### config.mk
export PLATFORM = sky130hd
export DESIGN_NAME = csm_step
export DESIGN_NICKNAME = d
export VERILOG_FILES = /design/src/design/csm_pkg.sv /design/src/design/csm_step.sv
export SDC_FILE = /design/constraint.sdc
export NUM_CORES = 1
export LEC_CHECK = 0
export BUFFER_PORTS_ARGS = -buffer_cell sky130_fd_sc_hd__buf_2
export CORE_MARGIN = 3
export CORE_UTILIZATION = 50
export DETAILED_ROUTE_END_ITERATION = 10
export PLACE_DENSITY = 0.73
export SLEW_MARGIN = 25
export SYNTH_ARGS = -nofsm -noshare
export SYNTH_HDL_FRONTEND = slang
export SYNTH_SLANG_ARGS = --single-unit
### constraint.sdc
create_clock -name clk -period 12.84 [get_ports clk]
set_input_delay 0.642 -clock clk [delete_from_list [all_inputs] [get_ports clk]]
set_output_delay 0.642 -clock clk [all_outputs]
set_load 0.1 [all_outputs]
### src/design/csm_pkg.sv
// ----------------------------------------------------------------------------
// csm_pkg
// shared widths, reset values, codes and state type of the cat map scrambler
// ----------------------------------------------------------------------------
package csm_pkg;

  localparam int PIXEL_W          = 24;
  localparam int POS_IN_W         = 8;
  localparam int SIDE_W           = 9;
  localparam int ITER_W           = 10;
  localparam int CFG_DATA_W       = 10;
  localparam int SIDE_MIN         = 2;
  localparam int SIDE_MAX_DEFAULT = 256;

  localparam logic [SIDE_W-1:0] SIDE_RESET = 9'd240;
  localparam logic [ITER_W-1:0] ITER_RESET = 10'd30;

  // input action codes
  localparam logic ACT_WRITE = 1'b0;
  localparam logic ACT_READ  = 1'b1;

  typedef enum logic [0:0] {
    REG_SIDE_LENGTH    = 1'b0,
    REG_MAP_ITERATIONS = 1'b1
  } cfg_reg_e;

  typedef enum logic [2:0] {
    ST_IDLE,
    ST_REDUCE,
    ST_MAP,
    ST_PLACE,
    ST_FETCH,
    ST_COMPARE
  } csm_state_t;

endpackage

### src/design/csm_step.sv
// ----------------------------------------------------------------------------
// csm_step
// cat map iterator, one map step per cycle for the configured count
// ----------------------------------------------------------------------------
module csm_step #(
  parameter int POS_W = 8
) (
  input  logic                       clk,
  input  logic                       rst,
  input  logic                       start,
  input  logic [csm_pkg::SIDE_W-1:0] side,
  input  logic [csm_pkg::ITER_W-1:0] iterations,
  input  logic [POS_W-1:0]           row0,
  input  logic [POS_W-1:0]           col0,
  output logic                       done,
  output logic [POS_W-1:0]           dr,
  output logic [POS_W-1:0]           dc
);
  import csm_pkg::*;

  localparam int CW = ((POS_W > SIDE_W) ? POS_W : SIDE_W) + 1;

  logic              busy;
  logic [ITER_W-1:0] cnt;
  logic [CW-1:0]     sum_r;
  logic [CW-1:0]     sum_c;
  logic [CW-1:0]     nr;
  logic [CW-1:0]     nc;

  // (r+2c) mod s is the same as (nr+c) mod s, so each sum stays below 2s
  always_comb begin
    sum_r = CW'(dr) + CW'(dc);
    nr    = (sum_r >= CW'(side)) ? sum_r - CW'(side) : sum_r;
    sum_c = nr + CW'(dc);
    nc    = (sum_c >= CW'(side)) ? sum_c - CW'(side) : sum_c;
  end

  always_ff @(posedge clk) begin
    if (rst) begin
      busy <= 1'b0;
      done <= 1'b0;
      cnt  <= '0;
    end else begin
      done <= 1'b0;
      if (start) begin
        busy <= 1'b1;
        cnt  <= '0;
      end else if (busy) begin
        if (cnt == iterations) begin
          busy <= 1'b0;
          done <= 1'b1;
        end else begin
          cnt <= cnt + 1'b1;
        end
      end
    end
  end

  always_ff @(posedge clk) begin
    if (start) begin
      dr <= row0;
      dc <= col0;
    end else if (busy && (cnt != iterations)) begin
      dr <= nr[POS_W-1:0];
      dc <= nc[POS_W-1:0];
    end
  end

endmodule

# After elaboration in Yosys (flattened, before gate mapping)
# Cells that the tools add are included.
# Widths: inputs -> output; s select.
word_totals:
  output_inout_bits: 17
  ff_bits: 28
  input_bits: 38
  wordCells: 31
op_classes:
  muxes: 10
  n_lt_le_gt_ge: 2
  n_addsub: 5
  bitwise_logic: 2
  reduce_logical: 5
  eq_ne: 2
op_table:
  columns: ["op", "n"]
  rows:
  - ["$mux 8", 5]
  - ["$add 10x1->10 const B", 1]
  - ["$add 10x8->10", 1]
  - ["$eq 10x10->1", 1]
  - ["$ge 10x9->1", 1]
  - ["$mux 10", 1]
  - ["$ne 10x10->1", 1]
  - ["$sub 9x9->10", 1]
  - ["$add 8x8->9", 1]
  - ["$ge 9x9->1", 1]
  - ["$sub 8x8->8", 1]
  - ["$mux 1", 4]
  - ["$reduce_or 3->1", 1]
  - ["$not 1->1", 2]
  - ["$reduce_and 2->1", 1]
  - ["$reduce_bool 2->1", 1]
  - ["$reduce_or 2->1", 1]
  - ["$logic_and 1x1->1", 1]

# Longest topological paths before layout
depth:
  word_depth: 8
  ltp_mapped: 34
  ltp_nobuf: 32

# Least setup slack after synthesis
# No wires, ideal clock.
synth_timing:
  path_type: "reg-to-reg"
  startpoint: "register dc[1]"
  endpoint: "register dc[4], data pin"
  synth_period_minus_slack_ns: 6.880
  path_slack_ns: 5.960
  path_buffers: 2
  setup_ns: 0.261
  arrival_ns: 6.619
  path_stages_with_launch: 32
  cell_sequence: "edfxtp_1 -> ha_1 -> a21o_1 -> a21oi_1 -> nor2b_1 -> o21a_1 -> o41ai_1 -> xnor2_1 -> ha_1 -> o21a_1 -> o31a_1 -> o41a_1 -> o31ai_1 -> nand2b_1 -> clkbuf_1 -> nand2_1 -> o21ai_1 -> inv_1 -> ha_1 -> a21o_1 -> a211o_1 -> a2111o_1 -> nand2_1 -> xnor2_1 -> ha_1 -> a21o_1 -> a21oi_1 -> o21ai_0 -> and3b_1 -> mux2i_2 -> buf_6 -> a221o_1"
synth_between:
  elab_chain_len: 8
  elab_cells_between_ends: 10
synth_lines:
  columns: ["element", "line", "text"]
  rows:
  - ["start, declared", "csm_step.sv:17", "output logic [POS_W-1:0] dc"]
  - ["start signal, assigned", "csm_step.sv:62", "dc <= col0;"]
  - ["start signal, assigned", "csm_step.sv:65", "dc <= nc[POS_W-1:0];"]
  - ["$add 8x8->9", "csm_step.sv:32", "sum_r = CW'(dr) + CW'(dc);"]
  - ["$sub 9x9->10 / $ge 9x9->1 (equally long branches)", "csm_step.sv:33", "nr = (sum_r >= CW'(side)) ? sum_r - CW'(side) : sum_r;"]
  - ["$mux 10", "csm_step.sv:33", null]
  - ["$add 10x8->10 *", "csm_step.sv:34", "sum_c = nr + CW'(dc);"]
  - ["$sub 8x8->8 / $ge 10x9->1 (equally long branches)", "csm_step.sv:35", "nc = (sum_c >= CW'(side)) ? sum_c - CW'(side) : sum_c;"]
  - ["$mux 8 *", "csm_step.sv:35", null]
  - ["$mux 8 *", "csm_step.sv:63", "end else if (busy && (cnt != iterations)) begin"]
  - ["$mux 8 *", "csm_step.sv:60", "if (start) begin"]
# Every way passes the cells marked *; elsewhere a longest branch is shown, timed or not. The select of a mux whose other input is x is not followed.
# A chain may end at the register's enable or synchronous reset.

# Worst setup path after layout
# Ends and elaborated chain as after synthesis.

==> results.md <==
* Post-synth EDFFs at 16
* H-tree Lvls at 1
* Seq cells post-synth at 28
* Die height at 81.7 um
* Final ANT Viol Nets at 0
* Avg Vias per Cell at 5.53
* Period utilization at 56.3%
* Least-Margin Pin Slew at 0.762 ns
* FF-to-FF setup slack at 5.61 ns
* WL final at 6770 um
* Slew Viols, Final at 0
* Post-CTS setup buffer count at 0
* Final HPWL from detailed placement at 5560 um
* Crit-path max FO at 12
* Synthesized cell area at 0.00286 mm2
* GPL Wtd Cong at 0.843
* Worst hold path type: reg2reg
* Share of layout cells above drive strength 1 at 19.6%
* Rows at 26
* Asr flop ratio synth at 0%
* Layout Nets at 452
* Filler cells at 504
* Syn Area/Cell at 8.91 um2
* Antenna cell count at 0
* Reg-to-Reg Start: dc[1]$_DFFE_PP_
* Hold Path Cell Cnt at 2
* Most frequent cell on the critical path: ha_1
* Average wire per standard cell at 15.3 um
* I/O Buffers at 54
* Post-CTS Resized at 0
* Clock latency on the worst-skew pair at 0.29 ns
* Fmax at 0.138 GHz
* Layout area overhead at 13.9%
* Status: complete, no violations
* Syn Nets at 399
* Root buffer cell: clkbuf_8
* Unrepaired setup endpoints after global routing: false
* Total GRT Usage at 21.8%
* Required @ worst endpoint at 12.90 ns
* Min Clock Period, post-route at 7.23 ns
* Slowest cell delay on critical path at 0.61 ns
* CTS buffer count at 3
* Core area at 0.00530 mm2
* Distinct cells, synth at 52
* Io pins at 55
* Number of DRC markers in iteration 0 at 110
* CTS tree: yes
* Post-CTS Hold Buffers at 0
* Synth Instances at 321
* DRC at 0
* Clock sinks at 28
* Hold Vio Cnt, Final at 0
* Clock slew at reported path FFs at 0.11 ns
* Top FF cell, synth: edfxtp_1
* Die ar. at 0.00667 mm2
* Sequential fraction of the synthesis area at 25.2%
* Global-route wire length before repair at 11200 um
* Kind of start point of the critical path: flip-flop
* Setup TNS at 0 ns
* Vias in the first global route at 2412
* DIE WIDTH at 81.7 um
* Yosys Warn Count at 0
* Crit Reg-Reg Endpoint: dc[4]$_DFFE_PP_
* GRT overflow at 0
* CP max stage cell: mux2i_2
* DR vias at 2452
* Largest net degree at the start of global routing at 18
* Max-cap violation count at 0
* Multi-input logic area at 0.00201 mm2
* CP arrival at 7.29 ns
* Slew headroom at 48.2%
* Starting density of the core at 54.0%
* Hold EP: done$_SDFF_PP0_
* Initial antenna violation count at 0
* Max Buffers Root-to-Sink at 2
* Hold Crit Start: busy$_SDFF_PP0_
* Pre-Repair DR Iteration Count at 4
* Storage cell area at 721 um2
* Setup Viol. Count Final at 0
* Setup crit end kind: flip-flop
* Clock skew at 0.0127 ns
* Worst R2R Path Depth at 29
* Setup Crit Path Kind: reg2reg
==> cell families after synthesis <==
| logic type | count (synthesis) | share of synthesized area [%] |
|---|---|---|
| AND/OR/NAND/NOR | 92 | 16.8 |
| AO/OA/AOI/OAI | 77 | 17.6 |
| adder cells (fa/ha/maj) | 40 | 18.5 |
| buffers and inverters | 32 | 4.50 |
| XOR/XNOR | 34 | 10.4 |
| multiplexers | 18 | 6.95 |
| flip-flops | 28 | 25.2 |
==> synth_stat cells, types with 2 or more instances <==
cell      count  share of area, %
a21boi_0      2              0.52
clkbuf_1      4              0.52
a211o_1       2              0.61
nand2_1      14               1.8
xnor2_1      17               5.2
a21oi_1      21               3.7
nand3_1       4              0.70
o31a_1        2              0.61
a21o_1        6               1.6
a211oi_1      3              0.79
a221o_1       2              0.70
or3_1         5               1.1
nor3_1        8               1.4
nand2b_1      3              0.66
edfxtp_1     16                17
or2_2         2              0.44
o21ai_1       3              0.52
inv_1        25               3.3
mux2i_1       5               1.7
xor2_1       17               5.2
nor4_1        2              0.44
o21bai_1      2              0.52
ha_1         36                16
o31ai_1       3              0.79
o41a_1        2              0.79
nand4_1       6               1.3
and3_1        3              0.66
dfxtp_1      12               8.4
o211ai_1      2              0.52
o21ai_0      15               2.6
nor2b_1       6               1.3
fa_1          4               2.8
o21a_1        6               1.6
a31oi_1       2              0.44
mux2_2        8               3.1
nor2_1       32               4.2
mux2_1        4               1.6
==> worst max-delay path: cells and delay by family, from the launching register on <==
kind | cells | cell delay [ns]
compound gates | 15 | 3.18
xor+xnor | 2 | 0.32
fa+ha+maj | 4 | 1.29
buf+inv | 1 | 0.08
flops | 1 | 0.52
mux | 1 | 0.61
simple gates | 6 | 0.96
==> metrics by stage <==
step / area [um2] / instances / hold slack [ns] / utilization, % / worst slack [ns]
after global placement: 3190 / 439 / 0.432 / 60.1 / 5.76
after global routing: 3260 / 443 / 0.477 / 61.5 / 5.00
after floorplan: 2860 / 321 / 0.409 / - / 5.96
after detailed placement: 3190 / 439 / 0.429 / 60.1 / 5.69
after CTS: 3260 / 443 / 0.450 / 61.5 / 5.66
final: 3260 / 443 / 0.449 / 61.5 / 5.61
==> cell type report <==
class	instances	area share, %
Tap cell	70	2.69
Inverter	26	2.99
Multi-Input combinational cell	261	61.7
Clock inverter	1	0.921
Clock buffer	3	1.27
Timing Repair Buffer	54	8.29
Sequential cell	28	22.1
==> routing by layer <==
| layer | share of wire [%] | GRT usage, % | routed length [um] |
|---|---|---|---|
| met5 | 0 | 0 | 0 |
| met4 | 1.4 | 5.81 | 93 |
| met3 | 4.4 | 1.97 | 298 |
| met2 | 46 | 36.2 | 3100 |
| met1 | 48 | 30.2 | 3280 |
==> placed cells by master (no fill, tap or decap), types with 2 or more instances in the layout <==
cell	n
ha_1	36
buf_2	54
a221o_1	2
a21o_1	6
o21ai_0	15
mux2_1	4
nor3_1	8
o21a_1	6
nand2b_1	3
nand3_1	4
edfxtp_1	16
clkbuf_8	3
a21boi_0	2
inv_1	25
o31a_1	2
xor2_1	17
mux2i_1	5
or3_1	5
nor2b_1	6
nor2_1	32
fa_1	4
o211ai_1	2
or2_2	2
nand2_1	14
o31ai_1	3
a31oi_1	2
and3_1	3
xnor2_1	17
o21ai_1	3
a21oi_1	21
o41a_1	2
mux2_2	8
o21bai_1	2
a211o_1	2
a211oi_1	3
nor4_1	2
dfxtp_1	12
nand4_1	6
==> worst max-delay path by stage <==
stage / from / end
after global placement: dc[1]$_DFFE_PP_ / dc[4]$_DFFE_PP_
final: dc[1]$_DFFE_PP_ / dc[4]$_DFFE_PP_
after CTS: dc[1]$_DFFE_PP_ / dc[4]$_DFFE_PP_
after global routing: dc[1]$_DFFE_PP_ / dc[4]$_DFFE_PP_
after detailed placement: dc[1]$_DFFE_PP_ / dc[4]$_DFFE_PP_
after floorplan: dc[1]$_DFFE_PP_ / dc[4]$_DFFE_PP_
==> sequential cells by signal (all words and copies together), names as in the netlist <==
signal	count
done	1
dr	8
cnt	10
busy	1
dc	8
Power is left out: the tool's default activity adds up to more than one toggle a clock period on the data nets, which glitch-free logic cannot reach.
