File: config.mk
export PLATFORM = sky130hd
export DESIGN_NAME = csm_mod
export DESIGN_NICKNAME = d
export VERILOG_FILES = /design/src/design/csm_pkg.sv /design/src/design/csm_mod.sv
export SDC_FILE = /design/constraint.sdc
export NUM_CORES = 1
export LEC_CHECK = 0
export BUFFER_PORTS_ARGS = -buffer_cell sky130_fd_sc_hd__clkbuf_2
export CORE_MARGIN = 5
export CORE_UTILIZATION = 36
export CTS_CLUSTER_DIAMETER = 50
export DETAILED_ROUTE_END_ITERATION = 8
export PLACE_DENSITY = 0.64
export REMOVE_ABC_BUFFERS = 1
export SLEW_MARGIN = 20
export SYNTH_ARGS = -nofsm -noshare
export SYNTH_HDL_FRONTEND = slang
export SYNTH_SLANG_ARGS = --single-unit
export TNS_END_PERCENT = 20
File: constraint.sdc
create_clock -name clk -period 4.9 [get_ports clk]
set_input_delay 0.98 -clock clk [delete_from_list [all_inputs] [get_ports clk]]
set_output_delay 0.98 -clock clk [all_outputs]
set_load 0.05 [all_outputs]
File: src/design/csm_pkg.sv
// ----------------------------------------------------------------------------
// csm_pkg
// shared widths, reset values, codes and state type of the cat map scrambler
// ----------------------------------------------------------------------------
package csm_pkg;

  localparam int PIXEL_W          = 24;
  localparam int POS_IN_W         = 8;
  localparam int SIDE_W           = 9;
  localparam int ITER_W           = 10;
  localparam int CFG_DATA_W       = 10;
  localparam int SIDE_MIN         = 2;
  localparam int SIDE_MAX_DEFAULT = 256;

  localparam logic [SIDE_W-1:0] SIDE_RESET = 9'd240;
  localparam logic [ITER_W-1:0] ITER_RESET = 10'd30;

  // input action codes
  localparam logic ACT_WRITE = 1'b0;
  localparam logic ACT_READ  = 1'b1;

  typedef enum logic [0:0] {
    REG_SIDE_LENGTH    = 1'b0,
    REG_MAP_ITERATIONS = 1'b1
  } cfg_reg_e;

  typedef enum logic [2:0] {
    ST_IDLE,
    ST_REDUCE,
    ST_MAP,
    ST_PLACE,
    ST_FETCH,
    ST_COMPARE
  } csm_state_t;

endpackage

File: src/design/csm_mod.sv
// ----------------------------------------------------------------------------
// csm_mod
// bit-serial remainder of an 8-bit position by the side length
// ----------------------------------------------------------------------------
module csm_mod #(
  parameter int POS_W = 8
) (
  input  logic                         clk,
  input  logic                         rst,
  input  logic                         start,
  input  logic [csm_pkg::POS_IN_W-1:0] num,
  input  logic [csm_pkg::SIDE_W-1:0]   den,
  output logic                         done,
  output logic [POS_W-1:0]             result
);
  import csm_pkg::*;

  localparam int CNT_W = $clog2(POS_IN_W);

  logic               busy;
  logic [CNT_W-1:0]   cnt;
  logic [POS_IN_W-1:0] num_sh;
  logic [SIDE_W-1:0]  rem;
  logic [SIDE_W:0]    trial;
  logic [SIDE_W:0]    rem_next;

  always_comb begin
    trial = {rem, num_sh[POS_IN_W-1]};
    if (trial >= {1'b0, den}) begin
      rem_next = trial - {1'b0, den};
    end else begin
      rem_next = trial;
    end
  end

  always_ff @(posedge clk) begin
    if (rst) begin
      busy <= 1'b0;
      done <= 1'b0;
      cnt  <= '0;
    end else begin
      done <= 1'b0;
      if (start) begin
        busy <= 1'b1;
        cnt  <= '0;
      end else if (busy) begin
        cnt <= cnt + 1'b1;
        if (cnt == CNT_W'(POS_IN_W - 1)) begin
          busy <= 1'b0;
          done <= 1'b1;
        end
      end
    end
  end

  // remainder stays below den, so it fits the side width
  always_ff @(posedge clk) begin
    if (start) begin
      rem    <= '0;
      num_sh <= num;
    end else if (busy) begin
      rem    <= rem_next[SIDE_W-1:0];
      num_sh <= {num_sh[POS_IN_W-2:0], 1'b0};
    end
  end

  assign result = POS_W'(rem);

endmodule

== After elaboration in Yosys (flattened, before gate mapping) ==
Cells that the tools add are included.
Widths: inputs -> output; s select.

* Bits of input ports: 20
* Output and inout port bits: 9
* Flip-flop bits (word level): 22

* Add/sub/neg operators: 2
* Order comparisons: 1
* Bitwise gates (word level): 1
* Reduce and logical (&&, ||, !) cells: 3
* Eq/ne operators: 1
* Multiplexer cells: 7

{| class="wikitable"
|+ Operators with widths
! kind !! number
|-
| $mux 8 || 2
|-
| $ge 10x9->1 || 1
|-
| $mux 9 || 1
|-
| $sub 9x9->9 || 1
|-
| $mux 1 || 4
|-
| $add 3x1->3 const B || 1
|-
| $eq 3x3->1 const B || 1
|-
| $reduce_or 3->1 || 1
|-
| $reduce_bool 2->1 || 1
|-
| $reduce_or 2->1 || 1
|-
| $not 1->1 || 1
|}

== Longest topological paths before layout ==
Gate-level depths: netlist (run 1).

* Word-level depth: 4
* Mapped depth: 9
* Gate-level depth less buffers: 9

== Worst setup path after synthesis (run 1) ==
OpenSTA, ideal clock, no wires.

* Path kind: input port to flip-flop
* From: input den[0] (netlist name)
* To: register rem[1]
* Data required time: 4814 ps
* Arrival: 2724 ps
* Cell stages on the path: 8
* Path slack: 2090 ps
* Path through: ha_1 -> inv_1 -> fa_1 -> a211oi_1 -> o21a_1 -> o211ai_2 -> mux2i_1 -> a211oi_1

* Word-level cells in the longest chain between the ends: 2

{| class="wikitable"
|+ RTL lines
! item !! line !! source
|-
| from (decl) || csm_mod.sv:12 || <nowiki>input logic [csm_pkg::SIDE_W-1:0] den,</nowiki>
|-
| $sub 9x9->9 / $ge 10x9->1 (equally long branches) || csm_mod.sv:30, csm_mod.sv:29 ||
|-
| $mux 9 (*) || csm_mod.sv:29 || <nowiki>if (trial >= {1'b0, den}) begin</nowiki>
|-
| to (signal assigned) || csm_mod.sv:62 || <nowiki>rem <= rem_next[SIDE_W-1:0];</nowiki>
|-
| to (decl) || csm_mod.sv:23 || <nowiki>logic [SIDE_W-1:0] rem;</nowiki>
|}

Every way passes the cells marked *; elsewhere a longest branch is shown, timed or not.
A chain may end at the register's enable or synchronous reset.

== Final worst setup path (run 1) ==
* From: input den[0] (netlist name)
* To: register rem[6]

Same word-level chain as after synthesis.

==> reports/summary.txt, run 1 <==
Async S/R FF share, synth - 0%
Drt pass-1 iters - 4
Distinct cells, synth - 42
Die height - 74.10 microns
Sequential cell area fraction in the yosys report - 35.19%
R2R Path End - rem[6]
Max-Slew Margin vs Limit - 41.71%
Area contributors post-synth - dfxtp_1, edfxtp_1, ha_1
Share of cells above drive strength 1 - 26.16%
Die ar. - 5490 sq um
Crit path max fanout - 7
Mapped Cells - 154
CTS tree - built
Req. time, crit path - 5.09 ns
Cts hold-fix bufs - 0
CTS Buf Count - 3
Largest net degree at the start of global routing - 25
Drt wl/cell - 13.47 microns
Hold_sp - rem[4]
GPL Wtd Cong - 0.8064
Commonest non-fill, non-tap cell in the layout - clkbuf_2
Static leakage - 0.0007366 uW
EDFF count, synth - 8
Die Wd - 74.10 microns
Core Util, Final - 41.73%
Vias per Instance - 5.095
Postcts setup bufs - 0
Most frequent cells in the layout - clkbuf_2, dfxtp_1, inv_1, nor2_1, ha_1
H-tree Lvls - 1
Setup crit end kind - register
Main synth FF type - dfxtp_1
Final setup skew - 0.007953 ns
Non-Filler Instances - 222
GR Overflow Total - 0
Setup slack, reg-to-reg - 2.32 ns
ANT nets after route - 0
Syn. warnings - 0
Vias - 1131
Skew-Pair Late Insertion Delay - 0.27 ns
Row Count - 23
Min cycle time layout - 2.907 ns
Setup Viol. Count Final - 0
Number of synthesized register bits - 22
CTS clk-pin slew, worst paths - 0.09 ns
Initial core utilization - 36.97%
GRT Resource Usage Total - 11.43%
Syn avg cell area - 9.603 sq um
Reg2reg start - num_sh[7]
Yosys top cell area share - 18.95%
Fmax - 344.0 MHz
Final worst slack - 1.993 ns
Area after DPL - 1598 sq um
Post-CTS resize count - 0
Design area - 1669 sq um
CP arrival - 3.09 ns
DRT iter0 DRCs - 92
First-pass GRT wire length - 4919 microns
Worst setup path end - rem[6]
Initial antenna violation count - 0
Post-layout net count - 205
Startpoint Class - input pin
Area grow syn2layout - 12.86%
Number of global-route vias before repair - 1094
Post-synthesis cell type with the largest combined area - dfxtp_1
Max-cap violations - 0
Post-DP HPWL - 2205 microns
IO buf count - 28
Least-Margin Pin Slew - 0.8731 ns
Core area - 4000 sq um
Final Cycle Share - 59.33%
Total Wirelength - 2990 microns
Setup TNS - 0 ns
Clock sink count - 22
Critical path class - in2reg
Status - finished, final reports clean
DRC viols - 0
IO Pins - 29
Crit. Startpoint - den[0]
Peak supply drop - 189.7 uV
RSZ-0062 raised after global routing - no
Dpl ws - 1.745 ns
Hold Violations, Final - 0
Inst Count DP - 218
CTS Buffer Depth - 2
Reg2Reg Depth - 9
Hold Crit Class - reg2reg
Clk root buf - clkbuf_8
Max-slew violations - 0
Pwr dens - 331.7 nW/um^2
Post-Syn Area - 1479 sq um
Diodes inserted - 0
[where the power goes]
part	switching [uW]	internal, uW	total [uW]
clock	65.3	109	174
sequential	14.4	206	220
combinational	94.3	64.7	159
total	174	380	554
[cell families after synthesis]
group,after synthesis,synth area share (%)
xor+xnor,5,2.962
buf+inv,27,8.968
simple gates,41,15.23
flops,22,35.19
compound gates,32,16.24
mux,15,10.75
fa+ha+maj,12,10.66
[routing by layer]
metal,up-vias,track usage (%),share of wire [%]
li1,587,-,-
met1,516,14.46,47
met2,26,18.70,45
met3,2,4.189,7.2
met4,0,2.414,0.60
met5,-,0,0
[cells in the mapped netlist (2+ instances only)]
cell	count
nand2b_1	3
ha_1	11
a311oi_1	3
dfxtp_1	14
clkbuf_1	5
buf_4	8
nor2_1	11
xnor2_1	2
or3_1	2
a211oi_1	7
mux2_2	7
mux2i_1	8
o211ai_1	3
and2_1	2
inv_1	13
nand3_1	5
nand2_1	6
nor3_1	4
edfxtp_1	8
a21oi_1	8
xor2_1	3
[sequential cells by signal, summed over array words and instances (netlist names)]
name,flops
done,1
busy,1
num_sh,8
rem,9
cnt,3
[metrics by stage]
stage	total power, uW	hold WS, ns
floorplan	342.7	0.4946
global placement	382.3	0.5068
CTS	561.2	0.5273
finish	553.7	0.5250
detailed placement	383.0	0.5138
global route	585.3	0.5516
[how the worst min path moves through the flow]
stage               cells past startpoint  endpoint  slack (ns)
global route                            2    rem[2]        0.55
CTS                                     2    rem[2]        0.53
global placement                        2    rem[4]        0.51
floorplan                               2    rem[8]        0.49
detailed placement                      2    rem[2]        0.51
finish                                  2    rem[4]        0.53
[critical path, cell delays in order]
cell and delay, ns:
clkbuf_2 0.08, ha_1 0.15, inv_1 0.05, fa_1 0.40, a211oi_1 0.46, o21a_1 0.30, o211ai_2 0.25, mux2i_1 0.20
a211oi_1 0.23
[area by class of cell]
class	count	area, sq um
clock buffer	3	41.29
clock inverter	1	30.03
fill	401	2331
inverter	13	48.80
multi-input combinational	105	825.8
sequential	22	520.5
tap	50	62.56
timing repair buffer	28	140.1
Power figures use the tool's default switching activity.
==> inputs of run 2 (changes only) <==
==> constraint.sdc (replaced) <==
create_clock -name clk -period 2.9 [get_ports clk]
set_input_delay 0.58 -clock clk [delete_from_list [all_inputs] [get_ports clk]]
set_output_delay 0.58 -clock clk [all_outputs]
set_load 0.05 [all_outputs]
==> run 2 against run 1 <==
Largest cell class unchanged. Clock power grew 70%. Die area is the same. Sequential share of layout area down 0.14 points. Sequential cell count did not move.
==> reports/summary.txt, run 2 (synthesis gave the netlist of run 1 again) <==
Static leakage - 0.0007416 uW
GPL Wtd Cong - 0.8274
Max reg flops - 9
CTS Buf Count - 3
Share of cells above drive strength 1 - 26.59%
Crit. Startpoint - num_sh[7]
Total Wirelength - 2927 microns
CTS tree - built
Drt pass-1 iters - 4
GR Overflow Total - 0
Hold Crit Class - reg2reg
Number of global-route vias before repair - 1133
Post-DP HPWL - 2198 microns
Met2 routed WL - 1279 microns
Area of the multi-input gates - 825.8 sq um
Initial core utilization - 36.97%
Crit path max-delay cell type - a211oi_1
Dpl ws - 0.1580 ns
IO Pins - 29
CTS Buffer Depth - 2
H-tree Lvls - 1
Largest net degree at the start of global routing - 24
Die ar. - 5490 sq um
Initial antenna violation count - 0
Hold Violations, Final - 0
Drt wl/cell - 13.13 microns
Cts hold-fix bufs - 0
Diodes inserted - 0
First-pass GRT wire length - 5023 microns
GRT Resource Usage Total - 11.62%
Final setup skew - 0.005594 ns
ANT nets after route - 0
Postcts setup bufs - 0
Fill cell count - 413
RSZ-0062 raised after global routing - no
Min cycle time layout - 2.531 ns
Clock sink count - 22
DRC viols - 0
Req. time, crit path - 3.08 ns
Reg with most FFs - rem
Skew-Pair Late Insertion Delay - 0.27 ns
CP top delay family - compound AO/OA/AOI/OAI gates
Setup TNS - 0 ns
Max-Slew Margin vs Limit - 65.03%
Setup Viol. Count Final - 0
Pwr dens - 557.9 nW/um^2
Top layer in use - met4
Die Wd - 74.10 microns
Hold_sp - rem[2]
Fmax - 395.1 MHz
Clk root buf - clkbuf_8
Top Registers - rem x9, num_sh x8, cnt x3
CP Cell Sequence - inv_1, ha_1, inv_1, fa_1, a211oi_1, o21a_1, o211ai_2, mux2i_1, a211oi_1
Crit path max fanout - 7
FF+latch area - 520.5 sq um
Biggest cell delay along the critical path - 0.44 ns
Max-slew violations - 0
Peak supply drop - 289.2 uV
Commonest non-fill, non-tap cell in the layout - clkbuf_2
Status - finished, final reports clean
Least-Margin Pin Slew - 0.5245 ns
Reg2reg start - num_sh[7]
Startpoint Class - register
Met3 wire len - 238 microns
Vias - 1135
DRT iter0 DRCs - 75
Setup crit end kind - register
Max-cap violations - 0
CP arrival - 2.72 ns
Post-CTS resize count - 0
Final worst slack - 0.3690 ns
Vias per Instance - 5.090
Row Count - 23
Critical path class - reg2reg
CTS clk-pin slew, worst paths - 0.09 ns
Area grow syn2layout - 13.37%
Core area - 4000 sq um
Final Cycle Share - 87.27%
Die height - 74.10 microns
M1 wire length - 1391 microns
Core Util, Final - 41.91%
IO buf count - 28
WP buf/inv - 2
Post-layout net count - 206
Most frequent cells in the layout - clkbuf_2, dfxtp_1, inv_1, nor2_1, ha_1
run 2: final cells by class:
cell class	instances	area share, %
clock buffers	3	2.463
clock inverters	1	1.791
inverters	13	2.910
multi-input cells	105	49.25
flip-flops and latches	22	31.04
well taps	50	3.731
repair buffers	29	8.806
run 2: stage by stage:
stage	power, uW	cells	hold WS, ns	area (sq um)
after floorplan	579.1	140	0.4946	1395
after global placement	647.1	219	0.5069	1605
after detailed placement	647.8	219	0.5116	1605
after CTS	948.0	223	0.5245	1677
after global routing	987.5	223	0.5394	1677
final	935.4	223	0.5233	1677
run 2: report_power, final:
part	leakage (uW)	total (uW)	switching (uW)	internal [uW]
Clock	0.0000357	295	110	185
Sequential	0.000196	368	20.6	348
Combinational	0.000510	272	162	110
Total	0.000742	935	293	643
run 2: worst register-to-register path: cells and delay by family (launching register included):
family / cells / cell delay, ns
AO/OA/AOI/OAI: 4 / 1.19
adder cells (fa/ha/maj): 2 / 0.55
flip-flops: 1 / 0.40
multiplexers: 1 / 0.19
buffers and inverters: 2 / 0.12
run 2: path summary, 6_finish.rpt:
check | to | slack, ns | depth (start not counted)
setup reg to reg | rem[3] | 0.37 | 9
setup / recovery | rem[3] | 0.37 | 9
hold / removal | rem[2] | 0.52 | 2
hold reg to reg | rem[2] | 0.52 | 2
run 2: layer usage:
metal | vias up | GRT usage [%]
met5 | - | 0
met4 | 0 | 3.219
met3 | 2 | 4.054
met2 | 33 | 19.00
met1 | 510 | 14.53
li1 | 590 | -
==> inputs of run 3 (changes only) <==
--- a/config.mk
+++ b/config.mk
@@ -6,11 +6,13 @@
 export NUM_CORES = 1
 export LEC_CHECK = 0
 export BUFFER_PORTS_ARGS = -buffer_cell sky130_fd_sc_hd__clkbuf_2
+export CELL_PAD_IN_SITES_DETAIL_PLACEMENT = 2
+export CELL_PAD_IN_SITES_GLOBAL_PLACEMENT = 2
 export CORE_MARGIN = 5
-export CORE_UTILIZATION = 36
+export CORE_UTILIZATION = 33
 export CTS_CLUSTER_DIAMETER = 50
 export DETAILED_ROUTE_END_ITERATION = 8
-export PLACE_DENSITY = 0.64
+export PLACE_DENSITY = 0.86
 export REMOVE_ABC_BUFFERS = 1
 export SLEW_MARGIN = 20
 export SYNTH_ARGS = -nofsm -noshare
==> run 3 against run 2 <==
Via count rose by 5.2%. Sequential power about the same. Cell area decreased by 1.4%. Global-route usage is 1.4 points higher. Clock-buffer cell count stayed put. Core utilization shrank 4.0 points. Cell count increased by 0.90%. Largest power group unchanged. Clock skew decreased by 0.0036 ns. Worst hold slack lost 0.0036 ns. Non-clock buffer count is the same. Sequential cell count unchanged.
==> reports/summary.txt, run 3 (synthesis gave the netlist of run 1 again) <==
Setup TNS - 0 ns
Sw Ratio - 35.04%
GRT Resource Usage Total - 13.05%
Core area - 4354 sq um
Area grow syn2layout - 11.76%
Hold_sp - rem[2]
Most frequent cells in the layout - clkbuf_2, dfxtp_1, inv_1, nor2_1, ha_1
Vias - 1194
ANT nets after route - 0
First-pass GRT wire length - 6451 microns
Max-cap violations - 0
Hold Violations, Final - 0
Max-slew violations - 0
Initial core utilization - 33.97%
Hold Worst Slack - 0.5197 ns
Die ar. - 5921 sq um
Clock power frac - 23.1%
CTS tree - built
Core Util, Final - 37.96%
Reg with most FFs - rem
DRC viols - 0
R2R Path End - rem[3]
Status - finished, final reports clean
Die Wd - 76.95 microns
Biggest cell delay along the critical path - 0.56 ns
CTS clk-pin slew, worst paths - 0.08 ns
Vias per Instance - 5.307
Postcts setup bufs - 0
Setup crit end kind - register
Max-Slew Margin vs Limit - 60.13%
Pwr dens - 515.2 nW/um^2
Fmax - 371.3 MHz
Final Cycle Share - 92.88%
CP arrival - 2.87 ns
Cts hold-fix bufs - 0
Comb power frac - 33.4%
Post-layout net count - 206
Hold Crit Class - reg2reg
Number of global-route vias before repair - 1355
Post-DP HPWL - 2958 microns
Hold depth - 2
Critical path class - reg2reg
Reg2reg start - num_sh[7]
Min cycle time layout - 2.694 ns
Dpl ws - -0.003999 ns
Req. time, crit path - 3.08 ns
Skew-Pair Late Insertion Delay - 0.26 ns
Inst Count DP - 221
GR Overflow Total - 0
Largest net degree at the start of global routing - 24
DRT iter0 DRCs - 22
H-tree Lvls - 1
Drt pass-1 iters - 2
Share of cells above drive strength 1 - 26.01%
Die height - 76.95 microns
Least-Margin Pin Slew - 0.5945 ns
Clk root buf - clkbuf_8
Initial antenna violation count - 0
Commonest non-fill, non-tap cell in the layout - clkbuf_2
CTS Buffer Depth - 2
Hold Crit Endpoint - rem[2]
Fill cell count - 487
Crit. Startpoint - num_sh[7]
Diodes inserted - 0
Setup Viol. Count Final - 0
FF+latch area - 520.5 sq um
Reg2Reg Depth - 9
IO buf count - 28
GPL Wtd Cong - 0.7935
Psw - 298.4 uW
Final worst slack - 0.2064 ns
Post-CTS resize count - 0
Clock sink count - 22
Area of the multi-input gates - 825.8 sq um
Crit path max fanout - 7
Non-Filler Instances - 225
Max reg flops - 9
Setup slack, reg-to-reg - 0.21 ns
CTS Buf Count - 3
IO Pins - 29
RSZ-0062 raised after global routing - no
Top Registers - rem x9, num_sh x8, cnt x3
Drt wl/cell - 16.38 microns
Row Count - 24
Startpoint Class - register
Sequential Power Share - 43.5%
Final setup skew - 0.001950 ns
CP Cell Sequence - inv_1, ha_1, inv_1, fa_1, a211oi_1, o21a_1, o211ai_2, mux2i_1, a211oi_1
Power Internal - 553.2 uW
Crit path max-delay cell type - a211oi_1
Peak supply drop - 191.5 uV
Total Wirelength - 3686 microns
Static leakage - 0.0007290 uW
run 3: worst max-delay path, delay by kind of cell (launching register included):
kind | cells | cell delay (ns)
compound gates | 4 | 1.34
fa+ha+maj | 2 | 0.55
buf+inv | 2 | 0.12
flops | 1 | 0.40
mux | 1 | 0.20
run 3: metrics by stage:
step | total power, uW | cell area [sq um]
2_1_floorplan | 579.1 | 1395
3_3_place_gp | 645.2 | 1608
3_5_place_dp | 666.8 | 1608
4_1_cts | 863.7 | 1653
5_1_grt | 909.9 | 1653
6_report | 851.6 | 1653
run 3: metal layers:
layer  part of all wire (%)  global-route usage, %
met1                     44                  15.86
met2                     52                  23.60
met5                      0                      0
met4                   0.68                  2.622
met3                    3.5                  2.576
run 3: worst max path at each step:
stage                        end
after floorplan           rem[1]
after global placement    rem[6]
after detailed placement  rem[3]
after CTS                 rem[3]
after global routing      rem[3]
final                     rem[3]
run 3: power by group through the flow:
stage / Clock [uW] / Sequential (uW) / Combinational, uW
6_report: 196 / 371 / 285
5_1_grt: 220 / 375 / 314
4_1_cts: 203 / 371 / 289
3_5_place_dp: 0 / 378 / 289
3_3_place_gp: 0 / 376 / 269
2_1_floorplan: 0 / 410 / 169
run 3: final cells by class:
type | instances | share of cell area, %
Tap cell | 52 | 3.936
Clock buffer | 3 | 2.498
Inverter | 13 | 2.952
Multi-Input combinational cell | 105 | 49.96
Sequential cell | 22 | 31.49
Clock inverter | 1 | 0.2271
Timing Repair Buffer | 29 | 8.933
